--- src/design/atbu_pkg.sv ---
package atbu_pkg;

  // Field widths of the input item.
  localparam int unsigned KindW   = 4;
  localparam int unsigned InstrW  = 25;
  localparam int unsigned CondW   = 4;
  localparam int unsigned WordW   = 32;
  localparam int unsigned FlagsW  = 4;
  localparam int unsigned CyclesW = 2;

  // Packed widths of the stream payloads, padded to whole bytes.
  localparam int unsigned InFieldsW  = InstrW + CondW + 3 * WordW + FlagsW + 1;
  localparam int unsigned InDataW    = ((InFieldsW + 7) / 8) * 8;
  localparam int unsigned OutFieldsW = 2 * WordW + 4 + CyclesW;
  localparam int unsigned OutDataW   = ((OutFieldsW + 7) / 8) * 8;

  // Cycle costs.
  localparam logic [CyclesW-1:0] CyclesTaken = 2'd3;
  localparam logic [CyclesW-1:0] CyclesPlain = 2'd1;

  // Link offsets.
  localparam logic [WordW-1:0] LinkWide    = 32'd4;
  localparam logic [WordW-1:0] LinkCompact = 32'd1;

  // Branch kinds.
  typedef enum logic [KindW-1:0] {
    KIND_BX           = 4'd0,
    KIND_BLX_REG      = 4'd1,
    KIND_B            = 4'd2,
    KIND_BL           = 4'd3,
    KIND_BLX_IMM      = 4'd4,
    KIND_BX_T         = 4'd5,
    KIND_BLX_REG_T    = 4'd6,
    KIND_BCOND_T      = 4'd7,
    KIND_B_T          = 4'd8,
    KIND_BL_PREFIX_T  = 4'd9,
    KIND_BL_SUFFIX_T  = 4'd10,
    KIND_BLX_SUFFIX_T = 4'd11
  } kind_t;

  // Condition codes for the compact conditional branch.
  typedef enum logic [CondW-1:0] {
    COND_EQ = 4'd0,
    COND_NE = 4'd1,
    COND_CS = 4'd2,
    COND_CC = 4'd3,
    COND_MI = 4'd4,
    COND_PL = 4'd5,
    COND_VS = 4'd6,
    COND_VC = 4'd7,
    COND_HI = 4'd8,
    COND_LS = 4'd9,
    COND_GE = 4'd10,
    COND_LT = 4'd11,
    COND_GT = 4'd12,
    COND_LE = 4'd13
  } cond_t;

  // One input item, unpacked.
  typedef struct packed {
    logic [KindW-1:0]  kind;
    logic [InstrW-1:0] instr;
    logic [CondW-1:0]  cond;
    logic [WordW-1:0]  pc_value;
    logic [WordW-1:0]  lr_value;
    logic [WordW-1:0]  target_value;
    logic [FlagsW-1:0] flags;
    logic              thumb_in;
  } item_t;

  // One result item, unpacked.
  typedef struct packed {
    logic [WordW-1:0]   new_pc;
    logic               pc_write;
    logic [WordW-1:0]   new_lr;
    logic               lr_write;
    logic               thumb_out;
    logic               flush;
    logic [CyclesW-1:0] cycles;
  } result_t;

  // Evaluate a condition against N Z C V (bits 3 down to 0).
  function automatic logic cond_holds(input logic [CondW-1:0] c, input logic [FlagsW-1:0] f);
    logic n, z, cy, v, res;
    n  = f[3];
    z  = f[2];
    cy = f[1];
    v  = f[0];
    unique case (c)
      COND_EQ: res = z;
      COND_NE: res = !z;
      COND_CS: res = cy;
      COND_CC: res = !cy;
      COND_MI: res = n;
      COND_PL: res = !n;
      COND_VS: res = v;
      COND_VC: res = !v;
      COND_HI: res = cy && !z;
      COND_LS: res = !cy || z;
      COND_GE: res = (n == v);
      COND_LT: res = (n != v);
      COND_GT: res = !z && (n == v);
      COND_LE: res = z || (n != v);
      default: res = 1'b0;
    endcase
    return res;
  endfunction

endpackage

--- src/design/arm_thumb_branch_unit.sv ---
// Channel  Ports                                   Transfer when
// -------  --------------------------------------  ---------------------------
// in       in_tvalid, in_tready, in_tuser, in_tdata  in_tvalid && in_tready
// out      out_tvalid, out_tready, out_tdata        out_tvalid && out_tready
// cfg      cfg_valid, cfg_ready, cfg_data           cfg_valid && cfg_ready
//
// An item is captured in the input register on its transfer and then moves to the
// result register, from which its result is offered; one item can enter every
// cycle while the result is not stalled. The target adder, the link adder and the
// condition check sit between the two registers. rst_n (synchronous, active low)
// empties both stages and clears older_core. A stalled result holds the result
// register, and the input register then takes an item only while it is empty.
module arm_thumb_branch_unit (
  input  logic                             clk,
  input  logic                             rst_n,
  // Input item.
  input  logic                             in_tvalid,
  output logic                             in_tready,
  input  logic [atbu_pkg::KindW-1:0]       in_tuser,   // kind
  // instr, cond, pc_value, lr_value, target_value, flags, thumb_in, zero pad
  input  logic [atbu_pkg::InDataW-1:0]     in_tdata,
  // Result item.
  output logic                             out_tvalid,
  input  logic                             out_tready,
  // new_pc, pc_write, new_lr, lr_write, thumb_out, flush, cycles, zero pad
  output logic [atbu_pkg::OutDataW-1:0]    out_tdata,
  // Configuration: older_core.
  input  logic                             cfg_valid,
  output logic                             cfg_ready,
  input  logic                             cfg_data
);

  atbu_pkg::item_t   item_nxt, item_r;
  atbu_pkg::result_t res_nxt, res_r;
  logic              item_vld_r;
  logic              res_vld_r;
  logic              res_ready;
  logic              older_core_r;

  // Handshake: each stage advances when the one after it has room.
  assign res_ready = !res_vld_r || out_tready;
  assign in_tready = !item_vld_r || res_ready;
  assign cfg_ready = 1'b1;

  // Unpack the input transfer.
  always_comb begin
    item_nxt.kind         = in_tuser;
    item_nxt.instr        = in_tdata[24:0];
    item_nxt.cond         = in_tdata[28:25];
    item_nxt.pc_value     = in_tdata[60:29];
    item_nxt.lr_value     = in_tdata[92:61];
    item_nxt.target_value = in_tdata[124:93];
    item_nxt.flags        = in_tdata[128:125];
    item_nxt.thumb_in     = in_tdata[129];
  end

  // Branch evaluation: one adder for the target, one for the link value.
  always_comb begin
    logic [atbu_pkg::WordW-1:0] wide_off;
    logic [atbu_pkg::WordW-1:0] base;
    logic [atbu_pkg::WordW-1:0] offs;
    logic [atbu_pkg::WordW-1:0] sum;
    logic [atbu_pkg::WordW-1:0] link_off;
    logic [atbu_pkg::WordW-1:0] link;
    logic                       blx_kind;
    logic                       taken;
    atbu_pkg::kind_t            kind;

    kind     = atbu_pkg::kind_t'(item_r.kind);
    wide_off = {{6{item_r.instr[23]}}, item_r.instr[23:0], 2'b00};
    blx_kind = (kind == atbu_pkg::KIND_BLX_REG) || (kind == atbu_pkg::KIND_BLX_IMM) ||
               (kind == atbu_pkg::KIND_BLX_REG_T) || (kind == atbu_pkg::KIND_BLX_SUFFIX_T);

    // Target adder operands.
    base = item_r.pc_value;
    case (kind)
      atbu_pkg::KIND_B, atbu_pkg::KIND_BL: offs = wide_off;
      atbu_pkg::KIND_BLX_IMM:   offs = {wide_off[31:2], item_r.instr[24], 1'b0};
      atbu_pkg::KIND_BCOND_T:   offs = {{23{item_r.instr[7]}}, item_r.instr[7:0], 1'b0};
      atbu_pkg::KIND_B_T:       offs = {{20{item_r.instr[10]}}, item_r.instr[10:0], 1'b0};
      atbu_pkg::KIND_BL_PREFIX_T:
        offs = {{9{item_r.instr[10]}}, item_r.instr[10:0], 12'd0};
      atbu_pkg::KIND_BL_SUFFIX_T, atbu_pkg::KIND_BLX_SUFFIX_T: begin
        base = item_r.lr_value;
        offs = {20'd0, item_r.instr[10:0], 1'b0};
      end
      default: offs = '0;
    endcase
    sum = base + offs;

    // Link adder: wide forms link to PC - 4, compact forms to PC - 1.
    if (kind == atbu_pkg::KIND_BLX_REG || kind == atbu_pkg::KIND_BL ||
        kind == atbu_pkg::KIND_BLX_IMM) begin
      link_off = atbu_pkg::LinkWide;
    end else begin
      link_off = atbu_pkg::LinkCompact;
    end
    link = item_r.pc_value - link_off;

    // Defaults describe a no-op.
    res_nxt.new_pc    = item_r.pc_value;
    res_nxt.new_lr    = item_r.lr_value;
    res_nxt.lr_write  = 1'b0;
    res_nxt.thumb_out = item_r.thumb_in;
    taken             = 1'b0;

    if (!(blx_kind && older_core_r)) begin
      case (kind)
        atbu_pkg::KIND_BX, atbu_pkg::KIND_BX_T: begin
          res_nxt.new_pc    = {item_r.target_value[31:1], 1'b0};
          res_nxt.thumb_out = item_r.target_value[0];
          taken             = 1'b1;
        end
        atbu_pkg::KIND_BLX_REG, atbu_pkg::KIND_BLX_REG_T: begin
          res_nxt.new_pc    = {item_r.target_value[31:1], 1'b0};
          res_nxt.thumb_out = item_r.target_value[0];
          res_nxt.new_lr    = link;
          res_nxt.lr_write  = 1'b1;
          taken             = 1'b1;
        end
        atbu_pkg::KIND_B, atbu_pkg::KIND_B_T: begin
          res_nxt.new_pc = sum;
          taken          = 1'b1;
        end
        atbu_pkg::KIND_BL, atbu_pkg::KIND_BL_SUFFIX_T: begin
          res_nxt.new_pc   = sum;
          res_nxt.new_lr   = link;
          res_nxt.lr_write = 1'b1;
          taken            = 1'b1;
        end
        atbu_pkg::KIND_BLX_IMM: begin
          res_nxt.new_pc    = sum;
          res_nxt.new_lr    = link;
          res_nxt.lr_write  = 1'b1;
          res_nxt.thumb_out = 1'b1;
          taken             = 1'b1;
        end
        atbu_pkg::KIND_BCOND_T: begin
          if (atbu_pkg::cond_holds(item_r.cond, item_r.flags)) begin
            res_nxt.new_pc = sum;
            taken          = 1'b1;
          end
        end
        atbu_pkg::KIND_BL_PREFIX_T: begin
          res_nxt.new_lr   = sum;
          res_nxt.lr_write = 1'b1;
        end
        atbu_pkg::KIND_BLX_SUFFIX_T: begin
          res_nxt.new_pc    = {sum[31:2], 2'b00};
          res_nxt.new_lr    = link;
          res_nxt.lr_write  = 1'b1;
          res_nxt.thumb_out = 1'b0;
          taken             = 1'b1;
        end
        default: begin
        end
      endcase
    end

    res_nxt.pc_write = taken;
    res_nxt.flush    = taken;
    res_nxt.cycles   = taken ? atbu_pkg::CyclesTaken : atbu_pkg::CyclesPlain;
  end

  // Control state: stage valid bits and the configuration register.
  always_ff @(posedge clk) begin
    if (!rst_n) begin
      item_vld_r   <= 1'b0;
      res_vld_r    <= 1'b0;
      older_core_r <= 1'b0;
    end else begin
      if (in_tready) begin
        item_vld_r <= in_tvalid;
      end
      if (res_ready) begin
        res_vld_r <= item_vld_r;
      end
      if (cfg_valid && cfg_ready) begin
        older_core_r <= cfg_data;
      end
    end
  end

  // Payload registers.
  always_ff @(posedge clk) begin
    if (in_tvalid && in_tready) begin
      item_r <= item_nxt;
    end
    if (item_vld_r && res_ready) begin
      res_r <= res_nxt;
    end
  end

  // Pack the result transfer.
  assign out_tvalid = res_vld_r;
  assign out_tdata  = {{(atbu_pkg::OutDataW - atbu_pkg::OutFieldsW){1'b0}},
                       res_r.cycles, res_r.flush, res_r.thumb_out, res_r.lr_write,
                       res_r.new_lr, res_r.pc_write, res_r.new_pc};

endmodule
--- config.mk ---
export PLATFORM = sky130hd
export DESIGN_NAME = arm_thumb_branch_unit
export DESIGN_NICKNAME = d
export VERILOG_FILES = /design/src/design/atbu_pkg.sv /design/src/design/arm_thumb_branch_unit.sv
export SDC_FILE = /design/constraint.sdc
export NUM_CORES = 1
export LEC_CHECK = 0
export ABC_CLOCK_PERIOD_IN_PS = 5800
export BUFFER_PORTS_ARGS = -buffer_cell sky130_fd_sc_hd__clkbuf_2
export CAP_MARGIN = 10
export CORE_ASPECT_RATIO = 1.75
export CORE_UTILIZATION = 25
export DETAILED_ROUTE_END_ITERATION = 10
export HOLD_SLACK_MARGIN = 0.12
export PLACE_DENSITY = 0.51
export SYNTH_ARGS = -nofsm -noshare
export SYNTH_HDL_FRONTEND = slang
export SYNTH_SLANG_ARGS = --single-unit
--- constraint.sdc ---
create_clock -name clk -period 5.8 [get_ports clk]
set_clock_uncertainty 0.05 [all_clocks]
set_input_delay 0.58 -clock clk [delete_from_list [all_inputs] [get_ports clk]]
set_output_delay 0.58 -clock clk [all_outputs]
set_load 0.02 [all_outputs]
---- Word-level counts from Yosys, hierarchy flattened ----
Cells that the tools add are included.
operators by class
  bitwise operators ....................... 0
  eq/ne operators ......................... 26
  shift-type cells ........................ 0
  order comparisons ....................... 0
  div/mod/pow operators ................... 0
  $add $sub $neg .......................... 2
  multiplexer cells ....................... 16
  reduce and logical (&&, ||, !) cells .... 28
  multiply operators ...................... 0
operators with widths
  kind                                                                    count
  32-bit case mux with 6 select lines                                     1
  32-bit case mux with 4 select lines                                     1
  32-bit 2-to-1 mux                                                       3
  33-bit case mux with 2 select lines                                     1
  4-bit equality test (second input constant)                             10
  34-bit 2-to-1 mux                                                       1
  32-bit adder                                                            1
  4-bit by 3-bit equality test with 1-bit output (second input constant)  8
  32-bit subtractor                                                       1
  4-bit by 2-bit equality test with 1-bit output (second input constant)  4
  1-bit case mux with 14 select lines                                     1
  10-bit OR reduction                                                     1
  1-bit logical OR                                                        9
  4-bit by 1-bit equality test with 1-bit output (second input constant)  2
  4-bit zero test                                                         2
  1-bit zero test                                                         6
  6-bit OR reduction                                                      1
  1-bit logical AND                                                       5
  5-bit OR reduction                                                      1
  1-bit 2-to-1 mux                                                        4
  2-bit OR reduction                                                      2
  4-bit OR reduction                                                      1
  3-bit 2-to-1 mux                                                        1
  1-bit case mux with 3 select lines                                      1
  other kinds (4)                                                         4
word-level totals
  input bits .............................. 146
  memories ................................ 0
  latch bits .............................. 0
  bits in registers ....................... 206
  RAM bits ................................ 0
  ROM bits ................................ 0
  output and inout bits ................... 75

---- Longest topological paths before layout ----
Gate-level depths: netlist of run 1.
  depth in word-level cells ............... 10
  gate-level depth with buffers ........... 17
  mapped depth without buffers ............ 14

---- Worst setup path after synthesis of run 1 ----
OpenSTA, ideal clock, no wires.
  path type ............................... input-to-reg
  start ................................... input out_tready
  end ..................................... register item_r[0] (netlist bit), enable pin
  cell stages on the path ................. 3
  path slack .............................. 1288 ps
  data arrival time ....................... 3952 ps
  cell sequence ........................... nor2b_1 -> nand2_1 -> and2_1
between the ends
  word-level cells in the longest chain between the ends .. 3
ends and longest elaborated chain
  element               RTL line                      source
  start, declared       arm_thumb_branch_unit.sv:24   input logic out_tready,
  1-bit logical OR      arm_thumb_branch_unit.sv:41   assign res_ready = !res_vld_r || out_tready;
  1-bit logical OR      arm_thumb_branch_unit.sv:42   assign in_tready = !item_vld_r || res_ready;
  net in_tready         arm_thumb_branch_unit.sv:18   output logic in_tready,
  1-bit logical AND     arm_thumb_branch_unit.sv:186  if (in_tvalid && in_tready) begin
  end signal, assigned  arm_thumb_branch_unit.sv:187  item_r <= item_nxt;
  end, declared         arm_thumb_branch_unit.sv:33   atbu_pkg::item_t item_nxt, item_r;
The timed path passes the listed nets, and every way through them passes these cells.
A chain may end at the register's enable or synchronous reset.

==> tab_implementation.tex, run 1 <==
\begin{tabular}{lr}
\hline
Metric & Value \\
\hline
\multicolumn{2}{l}{\textbf{Critical path}} \\
\quad Register-to-register setup slack & 0.91 ns \\
\quad Worst stage delay on the critical path & 0.78 ns \\
\quad Kind of capture point of the worst setup path & flip-flop \\
\quad Total buffers and inverters traversed by the critical path & 1 \\
\quad Kind of launch point of the worst setup path & flip-flop \\
\quad Setup CP Type & flip-flop to flip-flop \\
\quad Timing startpoint of the critical path & item\_r[133] \\
\quad R2r endpoint & out\_tdata[62] \\
\quad Signal arrival time at the worst endpoint & 5.11 ns \\
\quad Required time at the endpoint of the critical path & 6.03 ns \\
\quad CP delay by family, top & compound AO/OA/AOI/OAI gates \\
\quad Critical path cell sequence & nor2b\_1 > nand2\_1 > buf\_4 > mux2\_2 > ha\_1 > fa\_1 > a211oi\_1 > o21ai\_0 > nand4\_1 > a211oi\_1 > o21ai\_0 > a21boi\_0 > or3\_1 > a31o\_2 \\
\quad Depth of the worst register-to-register path & 14 \\
\quad Startpoint of the lowest-slack register-to-register path & item\_r[133] \\
\quad Total stage count of the critical path & 14 \\
\quad Largest driver fanout on the critical path & 18 \\
\quad Slowest cell on crit path & edfxtp\_1 \\
\quad Capturing element of the worst setup path & out\_tdata[62] \\
\multicolumn{2}{l}{\textbf{Global routing}} \\
\quad All-Layer GR Usage & 15.63\% \\
\quad Wire length of the first global-routing pass & 49,690 um \\
\quad Number of global-route vias before repair & 8,064 \\
\quad GR Overflow Total & 0 \\
\quad Antenna violations before repair & 2 \\
\quad Largest net degree at the start of global routing & 59 \\
\multicolumn{2}{l}{\textbf{Timing}} \\
\quad Unrepaired setup endpoints after global routing & no \\
\quad Fin crit period & 4.887 ns \\
\quad Total negative setup slack & 0 ns \\
\quad Number of hold violations in the final report & 0 \\
\quad Peak clock frequency supported by timing & 204.6 MHz \\
\quad Final Slew Violations & 0 \\
\quad Worst hold slack after final layout & 0.1865 ns \\
\quad Remaining max-slew budget at the tightest pin & 33.71\% \\
\quad Slew @ Worst Pin & 0.9943 ns \\
\quad Part of the cycle the worst path needs & 84.27\% \\
\quad Final Setup Violations & 0 \\
\multicolumn{2}{l}{\textbf{Clock network}} \\
\quad Clock tree from TritonCTS & done \\
\quad Buffers inserted during post-CTS setup optimization & 0 \\
\quad Clock Latency Late Sink & 0.52 ns \\
\quad Number of H-tree levels & 1 \\
\quad Post-CTS Resized & 0 \\
\quad Clock root cell & clkbuf\_16 \\
\quad Clock slew at reported path FFs & 0.07 ns \\
\quad Number of buffers created by CTS & 21 \\
\quad Number of hold-repair buffers added at the cts stage & 0 \\
\quad Number of clock sinks & 204 \\
\quad Deepest clock path buffer count & 3 \\
\multicolumn{2}{l}{\textbf{Route}} \\
\quad Vias per cell & 4.844 \\
\quad Post-route DRC & 0 \\
\quad Routed length per placed instance & 20.63 um \\
\quad Total number of vias & 8,080 \\
\quad Number of antenna-violating nets in the routed design & 0 \\
\quad Aggregate routed wire length & 34,410 um \\
\quad Violation count after the first detailed-route iteration & 505 \\
\quad Detailed-router iteration count before antenna repair & 5 \\
\multicolumn{2}{l}{\textbf{Synthesis}} \\
\quad Synthesis warning total & 0 \\
\quad Post-synthesis async set-or-reset flop share & 0\% \\
\quad Share of the yosys chip area belonging to registers & 56.95\% \\
\quad EDFF count, synth & 201 \\
\quad Largest family of logic cells by synthesized area & compound AO/OA/AOI/OAI gates \\
\quad Netlist cell types & 73 \\
\quad Mean instance size in the synthesized netlist & 12.12 um2 \\
\quad Simple-gate area share of the yosys netlist & 10.73\% \\
\quad Cell area after technology mapping & 0.01070 mm2 \\
\quad Number of standard cells after synthesis & 883 \\
\quad Xor/xnor share of the synthesized area & 4.664\% \\
\quad Multiplexer fraction of the synthesized cell area & 3.717\% \\
\quad Adder and majority gate portion of the synthesized area & 4.044\% \\
\quad Seq cells post-synth & 204 \\
\quad Post-synthesis compound-gate area fraction & 17.45\% \\
\quad Predominant post-synthesis flop cell & edfxtp\_1 \\
\multicolumn{2}{l}{\textbf{Outcome}} \\
\quad Status & complete, no violations \\
\multicolumn{2}{l}{\textbf{Pwr}} \\
\quad Power Dens Cells & 298.9 mW/mm2 \\
\quad Worst VDD drop & 0.0002196 V \\
\quad Static Leak & 5.073 nW \\
\multicolumn{2}{l}{\textbf{Floorplanning}} \\
\quad Std cell rows & 100 \\
\quad Core Box Area & 0.04242 mm2 \\
\quad Starting Density & 25.24\% \\
\quad Die footprint & 0.04368 mm2 \\
\quad Floorplan die height & 275.7 um \\
\quad Die boundary width & 158.4 um \\
\quad Count of boundary I/O pins & 221 \\
\multicolumn{2}{l}{\textbf{Final layout}} \\
\quad Leading cell types in the layout, fill and taps excluded & clkbuf\_2, edfxtp\_1, nand2\_1, o21ai\_0, a21oi\_1 \\
\quad Most common cell after layout, fill and taps aside & clkbuf\_2 \\
\quad Layout overhead on the synthesized area & 22.45\% \\
\quad Fraction of final layout cells with drive strength greater than 1 & 28.05\% \\
\quad Post-layout nets & 1,271 \\
\multicolumn{2}{l}{\textbf{Worst hold path}} \\
\quad Hold/Removal Path Class & primary input to flip-flop \\
\multicolumn{2}{l}{\textbf{Job}} \\
\quad Number of max-cap violations & 0 \\
\multicolumn{2}{l}{\textbf{Place}} \\
\quad Detailed Place HPWL & 25,910 um \\
\quad IO Port Bufs & 210 \\
\quad Final GP Congestion & 0.8871 \\
\hline
\end{tabular}
[per-layer routing]
metal  track usage [%]  wire [um]
met5                 0          0
met4             7.363       1318
met2             29.74      19040
met1             16.89      12690
met3             1.727       1367
[cell usage after synthesis, types with 3 or more instances]
| master | number | area share (%) |
|---|---|---|
| a211oi_1 | 8 | 0.56 |
| clkbuf_1 | 33 | 1.2 |
| a22oi_1 | 33 | 2.3 |
| a31oi_1 | 5 | 0.29 |
| nand4_1 | 9 | 0.53 |
| nor2b_1 | 16 | 0.94 |
| a32oi_1 | 3 | 0.25 |
| or3_1 | 4 | 0.23 |
| or2_2 | 6 | 0.35 |
| o221ai_1 | 8 | 0.65 |
| a21o_1 | 22 | 1.5 |
| buf_4 | 6 | 0.42 |
| o211ai_1 | 5 | 0.35 |
| nand3_1 | 14 | 0.65 |
| buf_1 | 4 | 0.14 |
| a21oi_1 | 47 | 2.2 |
| inv_1 | 16 | 0.56 |
| nand2_1 | 68 | 2.4 |
| nor3_1 | 15 | 0.70 |
| nor3b_1 | 5 | 0.35 |
| a22o_1 | 22 | 1.8 |
| mux2_2 | 30 | 3.2 |
| o21a_1 | 4 | 0.28 |
| nand2b_1 | 6 | 0.35 |
| o31ai_1 | 3 | 0.21 |
| o21ai_0 | 50 | 2.3 |
| nor4_1 | 5 | 0.29 |
| o21bai_1 | 5 | 0.35 |
| edfxtp_1 | 201 | 56 |
| dfxtp_1 | 3 | 0.56 |
| nor2_1 | 43 | 1.5 |
| and3_1 | 7 | 0.41 |
| or4_1 | 3 | 0.21 |
| xor2_1 | 21 | 1.7 |
| mux2i_1 | 6 | 0.56 |
| xnor2_1 | 36 | 2.9 |
| and2_1 | 9 | 0.53 |
| a221o_1 | 17 | 1.6 |
| ha_1 | 33 | 3.9 |
| o22ai_1 | 10 | 0.58 |
[report_power, final]
part | total (mW) | switching, mW | internal (mW)
Clock | 1.38 | 0.583 | 0.799
Sequential | 1.81 | 0.0658 | 1.75
Combinational | 0.724 | 0.449 | 0.276
Total | 3.92 | 1.10 | 2.82
[worst reg2reg max path: stages (launching register included)]
cell and delay, ns:
edfxtp_1 0.78, nor2b_1 0.39, nand2_1 0.12, buf_4 0.23, mux2_2 0.30, ha_1 0.26
fa_1 0.44, a211oi_1 0.33, o21ai_0 0.21, nand4_1 0.19, a211oi_1 0.16, o21ai_0 0.37
a21boi_0 0.18, or3_1 0.41, a31o_2 0.24
[worst min path at each step]
| stage | start | end | slack [ns] | depth (start not counted) |
|---|---|---|---|---|
| finish | in_tdata[55] | item_r[95] | 0.19 | 1 |
| detailed placement | item_r[22] | out_tdata[17] | 0.44 | 2 |
| global route | in_tdata[78] | item_r[54] | 0.17 | 1 |
| global placement | item_r[15] | out_tdata[10] | 0.45 | 2 |
| floorplan | item_vld_r | out_tvalid | 0.43 | 1 |
| CTS | in_tdata[56] | item_r[96] | 0.15 | 1 |
[metrics by stage]
| stage | setup WS (ns) | cells | total power [mW] | area (um2) | util (%) |
|---|---|---|---|---|---|
| global route | 0.6171 | 1668 | 4.081 | 13110 | 30.90 |
| detailed placement | 0.9156 | 1629 | 2.576 | 12420 | 29.29 |
| floorplan | 1.288 | 885 | 2.301 | 10710 | - |
| finish | 0.9126 | 1668 | 3.918 | 13110 | 30.90 |
| CTS | 0.9105 | 1666 | 3.969 | 13100 | 30.89 |
| global placement | 1.034 | 1629 | 2.570 | 12420 | 29.29 |
[layout make-up]
type | count | area [um2]
antenna | 2 | 5.005
clock buffer | 24 | 536.8
clock inverter | 13 | 143.9
fill | 4332 | 29310
inverter | 16 | 60.06
multi-input combinational | 620 | 4378
sequential | 204 | 6096
tap | 561 | 701.9
timing repair buffer | 228 | 1186
[cells by family after synthesis]
| kind of cell | Yosys count |
|---|---|
| compound gates | 266 |
| xor+xnor | 57 |
| fa+ha+maj | 34 |
| buf+inv | 61 |
| flops | 204 |
| mux | 36 |
| other cells | 2 |
| simple gates | 223 |
[flip-flops by register name (all words and copies together) (netlist names)]
name	cells
older_core_r	1
out_tdata	67
item_r	134
item_vld_r	1
out_tvalid	1
No activity file was read; power rests on OpenSTA's default activity.
==> run 2: changes to the inputs <==
--- a/config.mk
+++ b/config.mk
@@ -5,14 +5,14 @@
 export SDC_FILE = /design/constraint.sdc
 export NUM_CORES = 1
 export LEC_CHECK = 0
-export ABC_CLOCK_PERIOD_IN_PS = 5800
+export ABC_CLOCK_PERIOD_IN_PS = 4200
 export BUFFER_PORTS_ARGS = -buffer_cell sky130_fd_sc_hd__clkbuf_2
 export CAP_MARGIN = 10
 export CORE_ASPECT_RATIO = 1.75
 export CORE_UTILIZATION = 25
 export DETAILED_ROUTE_END_ITERATION = 10
 export HOLD_SLACK_MARGIN = 0.12
-export PLACE_DENSITY = 0.51
+export PLACE_DENSITY = 0.52
 export SYNTH_ARGS = -nofsm -noshare
 export SYNTH_HDL_FRONTEND = slang
 export SYNTH_SLANG_ARGS = --single-unit
==> constraint.sdc (replaced) <==
create_clock -name clk -period 4.2 [get_ports clk]
set_clock_uncertainty 0.05 [all_clocks]
set_input_delay 0.42 -clock clk [delete_from_list [all_inputs] [get_ports clk]]
set_output_delay 0.42 -clock clk [all_outputs]
set_load 0.02 [all_outputs]
==> run 2 against run 1 <==
Sequential share of layout area fell by 5.7 points. Largest power group unchanged. Worst setup slack got worse by 0.71 ns. Largest cell class unchanged. Clock-buffer cell count rose by 1. Die area did not move. Combinational power increased by 63%. Sequential power is 38% higher. Routed wire length increased by 5.0%. Worst hold slack got worse by 0.031 ns. Via count up 8.2%. Clock power increased by 36%.
==> tab_implementation.tex, run 2 (synthesized netlist as in run 1, its figures left out) <==
\begin{tabular}{lr}
\hline
Metric & Value \\
\hline
\multicolumn{2}{l}{\textbf{Outcome}} \\
\quad Status & complete, no violations \\
\multicolumn{2}{l}{\textbf{Critical path}} \\
\quad Required time at the endpoint of the critical path & 4.43 ns \\
\quad Critical path cell sequence & buf\_4 > nor2b\_1 > nand2\_1 > a21oi\_4 > buf\_4 > buf\_4 > a221o\_1 > ha\_1 > a31oi\_1 > o221ai\_1 > and3\_1 > a32oi\_1 > a21boi\_0 > or3\_1 > a31o\_2 \\
\quad CP delay by family, top & compound AO/OA/AOI/OAI gates \\
\quad Worst stage delay on the critical path & 0.40 ns \\
\quad Slowest cell on crit path & or3\_1 \\
\quad Setup CP Type & flip-flop to flip-flop \\
\quad Signal arrival time at the worst endpoint & 4.22 ns \\
\quad Kind of capture point of the worst setup path & flip-flop \\
\quad Total buffers and inverters traversed by the critical path & 3 \\
\quad Kind of launch point of the worst setup path & flip-flop \\
\quad Largest driver fanout on the critical path & 12 \\
\quad Most numerous cell on the critical path & buf\_4 \\
\multicolumn{2}{l}{\textbf{Route}} \\
\quad Number of antenna-violating nets in the routed design & 0 \\
\quad Violation count after the first detailed-route iteration & 549 \\
\quad Post-route DRC & 0 \\
\quad Routed length per placed instance & 19.44 um \\
\quad Detailed-router iteration count before antenna repair & 5 \\
\quad Vias per cell & 4.707 \\
\quad Total number of vias & 8,745 \\
\quad Aggregate routed wire length & 36,120 um \\
\multicolumn{2}{l}{\textbf{Final layout}} \\
\quad Register with the highest flop count & item\_r \\
\quad Count of antenna diodes in the layout & 0 \\
\quad Final design area excluding fillers & 0.01493 mm2 \\
\quad Most common cell after layout, fill and taps aside & clkbuf\_2 \\
\quad Post-layout nets & 1,462 \\
\quad Number of flip-flops in the largest register & 134 \\
\quad Leading cell types in the layout, fill and taps excluded & clkbuf\_2, edfxtp\_1, dlygate4sd3\_1, buf\_4, nand2\_1 \\
\quad Layout overhead on the synthesized area & 39.47\% \\
\quad Cell Count, Final, Fillers Out & 1,858 \\
\quad Fraction of final layout cells with drive strength greater than 1 & 28.45\% \\
\multicolumn{2}{l}{\textbf{Clock network}} \\
\quad Number of clock sinks & 204 \\
\quad Number of buffers created by CTS & 21 \\
\quad Clock root cell & clkbuf\_16 \\
\quad Clock Latency Late Sink & 0.52 ns \\
\quad Number of H-tree levels & 1 \\
\quad Clock tree from TritonCTS & done \\
\quad Clock slew at reported path FFs & 0.06 ns \\
\quad Buffers inserted during post-CTS setup optimization & 0 \\
\quad Deepest clock path buffer count & 3 \\
\multicolumn{2}{l}{\textbf{Place}} \\
\quad Worst-case setup slack after placement & -0.02874 ns \\
\quad IO Port Bufs & 210 \\
\quad Final GP Congestion & 0.8891 \\
\quad Placed cell areas & 0.01286 mm2 \\
\quad Number of cells after detailed placement & 1,683 \\
\quad Detailed Place HPWL & 26,960 um \\
\multicolumn{2}{l}{\textbf{Global routing}} \\
\quad Largest net degree at the start of global routing & 77 \\
\quad Met2 GRT Util & 30.91\% \\
\quad Antenna violations before repair & 0 \\
\quad Met3 Resource Use GR & 1.727\% \\
\quad Number of global-route vias before repair & 8,908 \\
\quad All-Layer GR Usage & 16.26\% \\
\quad Wire length of the first global-routing pass & 52,230 um \\
\quad Met1 track demand over resource in global routing & 17.47\% \\
\quad Peak-usage layer in the global routing report & met2 \\
\quad GR Overflow Total & 0 \\
\multicolumn{2}{l}{\textbf{Floorplanning}} \\
\quad Floorplan die height & 275.7 um \\
\quad Die boundary width & 158.4 um \\
\quad Std cell rows & 100 \\
\quad Count of boundary I/O pins & 221 \\
\quad Core Box Area & 0.04242 mm2 \\
\quad Starting Density & 25.24\% \\
\quad Die footprint & 0.04368 mm2 \\
\multicolumn{2}{l}{\textbf{Timing}} \\
\quad Final Setup Violations & 0 \\
\quad Unrepaired setup endpoints after global routing & no \\
\quad Number of hold violations in the final report & 0 \\
\quad Slew @ Worst Pin & 1.042 ns \\
\quad Setup slack of the critical path after layout & 0.2027 ns \\
\quad Fin crit period & 3.997 ns \\
\quad Remaining max-slew budget at the tightest pin & 30.40\% \\
\quad Peak clock frequency supported by timing & 250.2 MHz \\
\quad Part of the cycle the worst path needs & 95.17\% \\
\quad Worst hold slack after final layout & 0.1550 ns \\
\quad Final Slew Violations & 0 \\
\multicolumn{2}{l}{\textbf{Pwr}} \\
\quad Static Leak & 5.920 nW \\
\quad Total Power Consumption & 5.551 mW \\
\quad Power Dens Cells & 371.8 mW/mm2 \\
\quad Worst VDD drop & 0.0002759 V \\
\multicolumn{2}{l}{\textbf{Job}} \\
\quad Number of max-cap violations & 0 \\
\multicolumn{2}{l}{\textbf{Worst hold path}} \\
\quad Hold/Removal Path Class & primary input to flip-flop \\
\hline
\end{tabular}
run 2: changes by cell type in the layout (fill, tap and decap cells not counted), sizes merged:
cell         delta
bufinv          -1
buf            +54
clkbuf          +1
dlygate4sd3   +137
inv             +1
diode           -2
run 2: worst min-delay path, stage by stage:
cell      delay, ns
clkbuf_2       0.09
mux2i_1        0.06
nor2b_1        0.11
run 2: power by group:
group	total [mW]	internal, mW	switching, mW
clock network	1.87	1.05	0.818
registers	2.50	2.41	0.0908
logic	1.18	0.519	0.663
run 2: final cells by class:
cell class	count	area, um2
clock buffers	25	540.5
well taps	561	701.9
inverters	16	60.06
clock inverters	13	126.4
repair buffers	419	3000
multi-input cells	620	4404
flip-flops and latches	204	6096
fillers	4191	27490
run 2: metal layers:
layer	vias up	wire length, um
met3	78	1247
met2	231	19890
met5	-	0
met4	0	1677
met1	4211	13310
li1	4225	-
run 2: final timing paths:
kind / from / end / slack [ns] / cells past startpoint
setup / recovery: item_r[132] / out_tdata[62] / 0.20 / 15
hold / removal: cfg_valid / older_core_r / 0.16 / 3
setup reg to reg: item_r[132] / out_tdata[62] / 0.20 / 15
hold reg to reg: item_r[21] / out_tdata[16] / 0.47 / 2
run 2: repair_timing:
item | in CTS | in global routing
setup endpoints to repair | 4 | 22
pin swaps | 0 | 1
gates resized for setup | 2 | 8
hold endpoints to repair | 137 | 0
hold buffers | 137 | 0
run 2: stage by stage:
stage | util [%] | setup TNS, ns
2_1_floorplan | - | 0
3_3_place_gp | 30.32 | 0
3_5_place_dp | 30.32 | -0.07506
4_1_cts | 35.15 | 0
5_1_grt | 35.20 | 0
6_report | 35.20 | 0
==> run 3: changes to the inputs <==
--- a/config.mk
+++ b/config.mk
@@ -8,11 +8,12 @@
 export ABC_CLOCK_PERIOD_IN_PS = 4200
 export BUFFER_PORTS_ARGS = -buffer_cell sky130_fd_sc_hd__clkbuf_2
 export CAP_MARGIN = 10
-export CORE_ASPECT_RATIO = 1.75
+export CORE_MARGIN = 5
 export CORE_UTILIZATION = 25
 export DETAILED_ROUTE_END_ITERATION = 10
 export HOLD_SLACK_MARGIN = 0.12
 export PLACE_DENSITY = 0.52
+export SLEW_MARGIN = 40
 export SYNTH_ARGS = -nofsm -noshare
 export SYNTH_HDL_FRONTEND = slang
 export SYNTH_SLANG_ARGS = --single-unit
==> run 3 against run 2 <==
Worst setup slack worse by 0.021 ns. Routed wire length is 2.9% higher. Via count is 0.86% higher. Largest cell class unchanged.
==> tab_implementation.tex, run 3 (synthesized netlist as in run 1, its figures left out) <==
\begin{tabular}{lr}
\hline
Metric & Value \\
\hline
\multicolumn{2}{l}{\textbf{Outcome}} \\
\quad Status & complete, no violations \\
\multicolumn{2}{l}{\textbf{Place}} \\
\quad IO Port Bufs & 210 \\
\quad Placed cell areas & 0.01291 mm2 \\
\quad Detailed Place HPWL & 26,860 um \\
\quad Worst-case setup slack after placement & -0.02020 ns \\
\quad Final GP Congestion & 0.8604 \\
\multicolumn{2}{l}{\textbf{Global routing}} \\
\quad Antenna violations before repair & 0 \\
\quad GR Overflow Total & 0 \\
\quad Wire length of the first global-routing pass & 55,400 um \\
\quad Number of global-route vias before repair & 9,162 \\
\quad All-Layer GR Usage & 15.18\% \\
\quad Largest net degree at the start of global routing & 68 \\
\multicolumn{2}{l}{\textbf{Clock network}} \\
\quad Number of H-tree levels & 1 \\
\quad Clock tree from TritonCTS & done \\
\quad Clock Latency Late Sink & 0.54 ns \\
\quad Clock slew at reported path FFs & 0.06 ns \\
\quad Clock root cell & clkbuf\_16 \\
\quad Deepest clock path buffer count & 3 \\
\quad Number of buffers created by CTS & 25 \\
\quad Number of clock sinks & 204 \\
\multicolumn{2}{l}{\textbf{Route}} \\
\quad Vias per cell & 4.742 \\
\quad Detailed-router iteration count before antenna repair & 5 \\
\quad Routed length per placed instance & 19.98 um \\
\quad Total number of vias & 8,820 \\
\quad Metal1 wirelength & 16,830 um \\
\quad Number of antenna-violating nets in the routed design & 0 \\
\quad Max layer used & met4 \\
\quad Aggregate routed wire length & 37,170 um \\
\quad Post-route DRC & 0 \\
\quad Violation count after the first detailed-route iteration & 635 \\
\quad Routed met2 length & 17,520 um \\
\quad Metal3 WL & 1887 um \\
\multicolumn{2}{l}{\textbf{Floorplanning}} \\
\quad Floorplan die height & 216.9 um \\
\quad Std cell rows & 75 \\
\quad Core Box Area & 0.04213 mm2 \\
\quad Starting Density & 25.40\% \\
\quad Die boundary width & 216.9 um \\
\quad Count of boundary I/O pins & 221 \\
\quad Die footprint & 0.04705 mm2 \\
\multicolumn{2}{l}{\textbf{Timing}} \\
\quad Final Setup Violations & 0 \\
\quad Fin crit period & 4.018 ns \\
\quad Setup slack of the critical path after layout & 0.1821 ns \\
\quad Number of hold violations in the final report & 0 \\
\quad Peak clock frequency supported by timing & 248.9 MHz \\
\quad Unrepaired setup endpoints after global routing & no \\
\quad Remaining max-slew budget at the tightest pin & 51.40\% \\
\quad Slew @ Worst Pin & 0.7290 ns \\
\quad Part of the cycle the worst path needs & 95.67\% \\
\quad Final Slew Violations & 0 \\
\multicolumn{2}{l}{\textbf{Critical path}} \\
\quad Capturing element of the worst setup path & out\_tdata[62] \\
\quad Timing startpoint of the critical path & item\_r[130] \\
\quad Largest driver fanout on the critical path & 12 \\
\quad Register-to-register setup slack & 0.18 ns \\
\quad Setup CP Type & flip-flop to flip-flop \\
\quad Required time at the endpoint of the critical path & 4.45 ns \\
\quad R2r endpoint & out\_tdata[62] \\
\quad Kind of launch point of the worst setup path & flip-flop \\
\quad Startpoint of the lowest-slack register-to-register path & item\_r[130] \\
\quad Signal arrival time at the worst endpoint & 4.27 ns \\
\quad Depth of the worst register-to-register path & 13 \\
\quad Kind of capture point of the worst setup path & flip-flop \\
\multicolumn{2}{l}{\textbf{Final layout}} \\
\quad Layout overhead on the synthesized area & 42.23\% \\
\quad Most common cell after layout, fill and taps aside & clkbuf\_2 \\
\quad Register with the highest flop count & item\_r \\
\quad Fraction of final layout cells with drive strength greater than 1 & 30.05\% \\
\quad Count of antenna diodes in the layout & 0 \\
\quad Final design area excluding fillers & 0.01522 mm2 \\
\quad Number of flip-flops in the largest register & 134 \\
\quad Post-layout nets & 1,482 \\
\quad Leading cell types in the layout, fill and taps excluded & clkbuf\_2, edfxtp\_1, dlygate4sd3\_1, buf\_4, nand2\_1 \\
\multicolumn{2}{l}{\textbf{Pwr}} \\
\quad Static Leak & 6.098 nW \\
\quad Power Dens Cells & 389.7 mW/mm2 \\
\quad Worst VDD drop & 0.0002904 V \\
\quad Total Power Consumption & 5.933 mW \\
\multicolumn{2}{l}{\textbf{Job}} \\
\quad Number of max-cap violations & 0 \\
\multicolumn{2}{l}{\textbf{Worst hold path}} \\
\quad Hold/Removal Path Class & primary input to flip-flop \\
\hline
\end{tabular}
run 3: power breakdown:
| part | total, mW | switching, mW | internal, mW | leakage [nW] |
|---|---|---|---|---|
| Clock | 2.22 | 0.878 | 1.35 | 0.408 |
| Combinational | 1.20 | 0.666 | 0.539 | 3.72 |
| Sequential | 2.50 | 0.0917 | 2.41 | 1.97 |
| Total | 5.93 | 1.64 | 4.30 | 6.10 |
run 3: per-stage QoR:
step	util, %	setup TNS [ns]	hold slack [ns]	std cells
after floorplan	-	0	0.4268	885
after global placement	30.62	-0.04849	0.4527	1668
after detailed placement	30.65	-0.02020	0.4500	1668
after CTS	35.94	0	0.1765	1852
after global routing	36.13	0	0.2106	1860
final	36.13	0	0.2206	1860
run 3: layer usage:
metal / vias up / track usage (%)
met3: 53 / 2.599
met5: - / 0
met1: 4222 / 20.73
met4: 0 / 4.045
met2: 263 / 25.12
li1: 4282 / -
run 3: critical path, stage by stage (launching register included):
cell and delay, ns:
edfxtp_1 0.53, buf_4 0.24, nor2b_1 0.17, and2_2 0.26, buf_4 0.17, a221o_1 0.31, ha_1 0.36, a31oi_1 0.22
o221ai_1 0.18, and3_1 0.26, a32oi_2 0.25, a21boi_0 0.14, or3_1 0.40, a31o_2 0.24
run 3: repair_timing:
action,4_1_cts,5_1_grt
endpoints found under the hold margin,137,0
hold buffers,138,0
setup buffers,0,8
gates cloned,0,0
gates resized for setup,2,10
pin swaps,0,3
setup endpoints to repair,5,20
run 3: final cells by class:
type,instances,area [um2]
Tap cell,539,674.4
Fill cell,4124,26910
Inverter,16,60.06
Sequential cell,204,6096
Clock inverter,17,201.4
Clock buffer,29,640.6
Timing Repair Buffer,435,3139
Multi-Input combinational cell,620,4413
run 3: worst min path at each step:
| stage | startpoint | cells past startpoint | end |
|---|---|---|---|
| final | out_tready | 3 | out_tvalid |
| after global routing | out_tready | 3 | out_tvalid |
| after CTS | out_tready | 3 | out_tvalid |
| after detailed placement | item_r[15] | 2 | out_tdata[10] |
| after global placement | item_vld_r | 1 | out_tvalid |
| after floorplan | item_vld_r | 1 | out_tvalid |
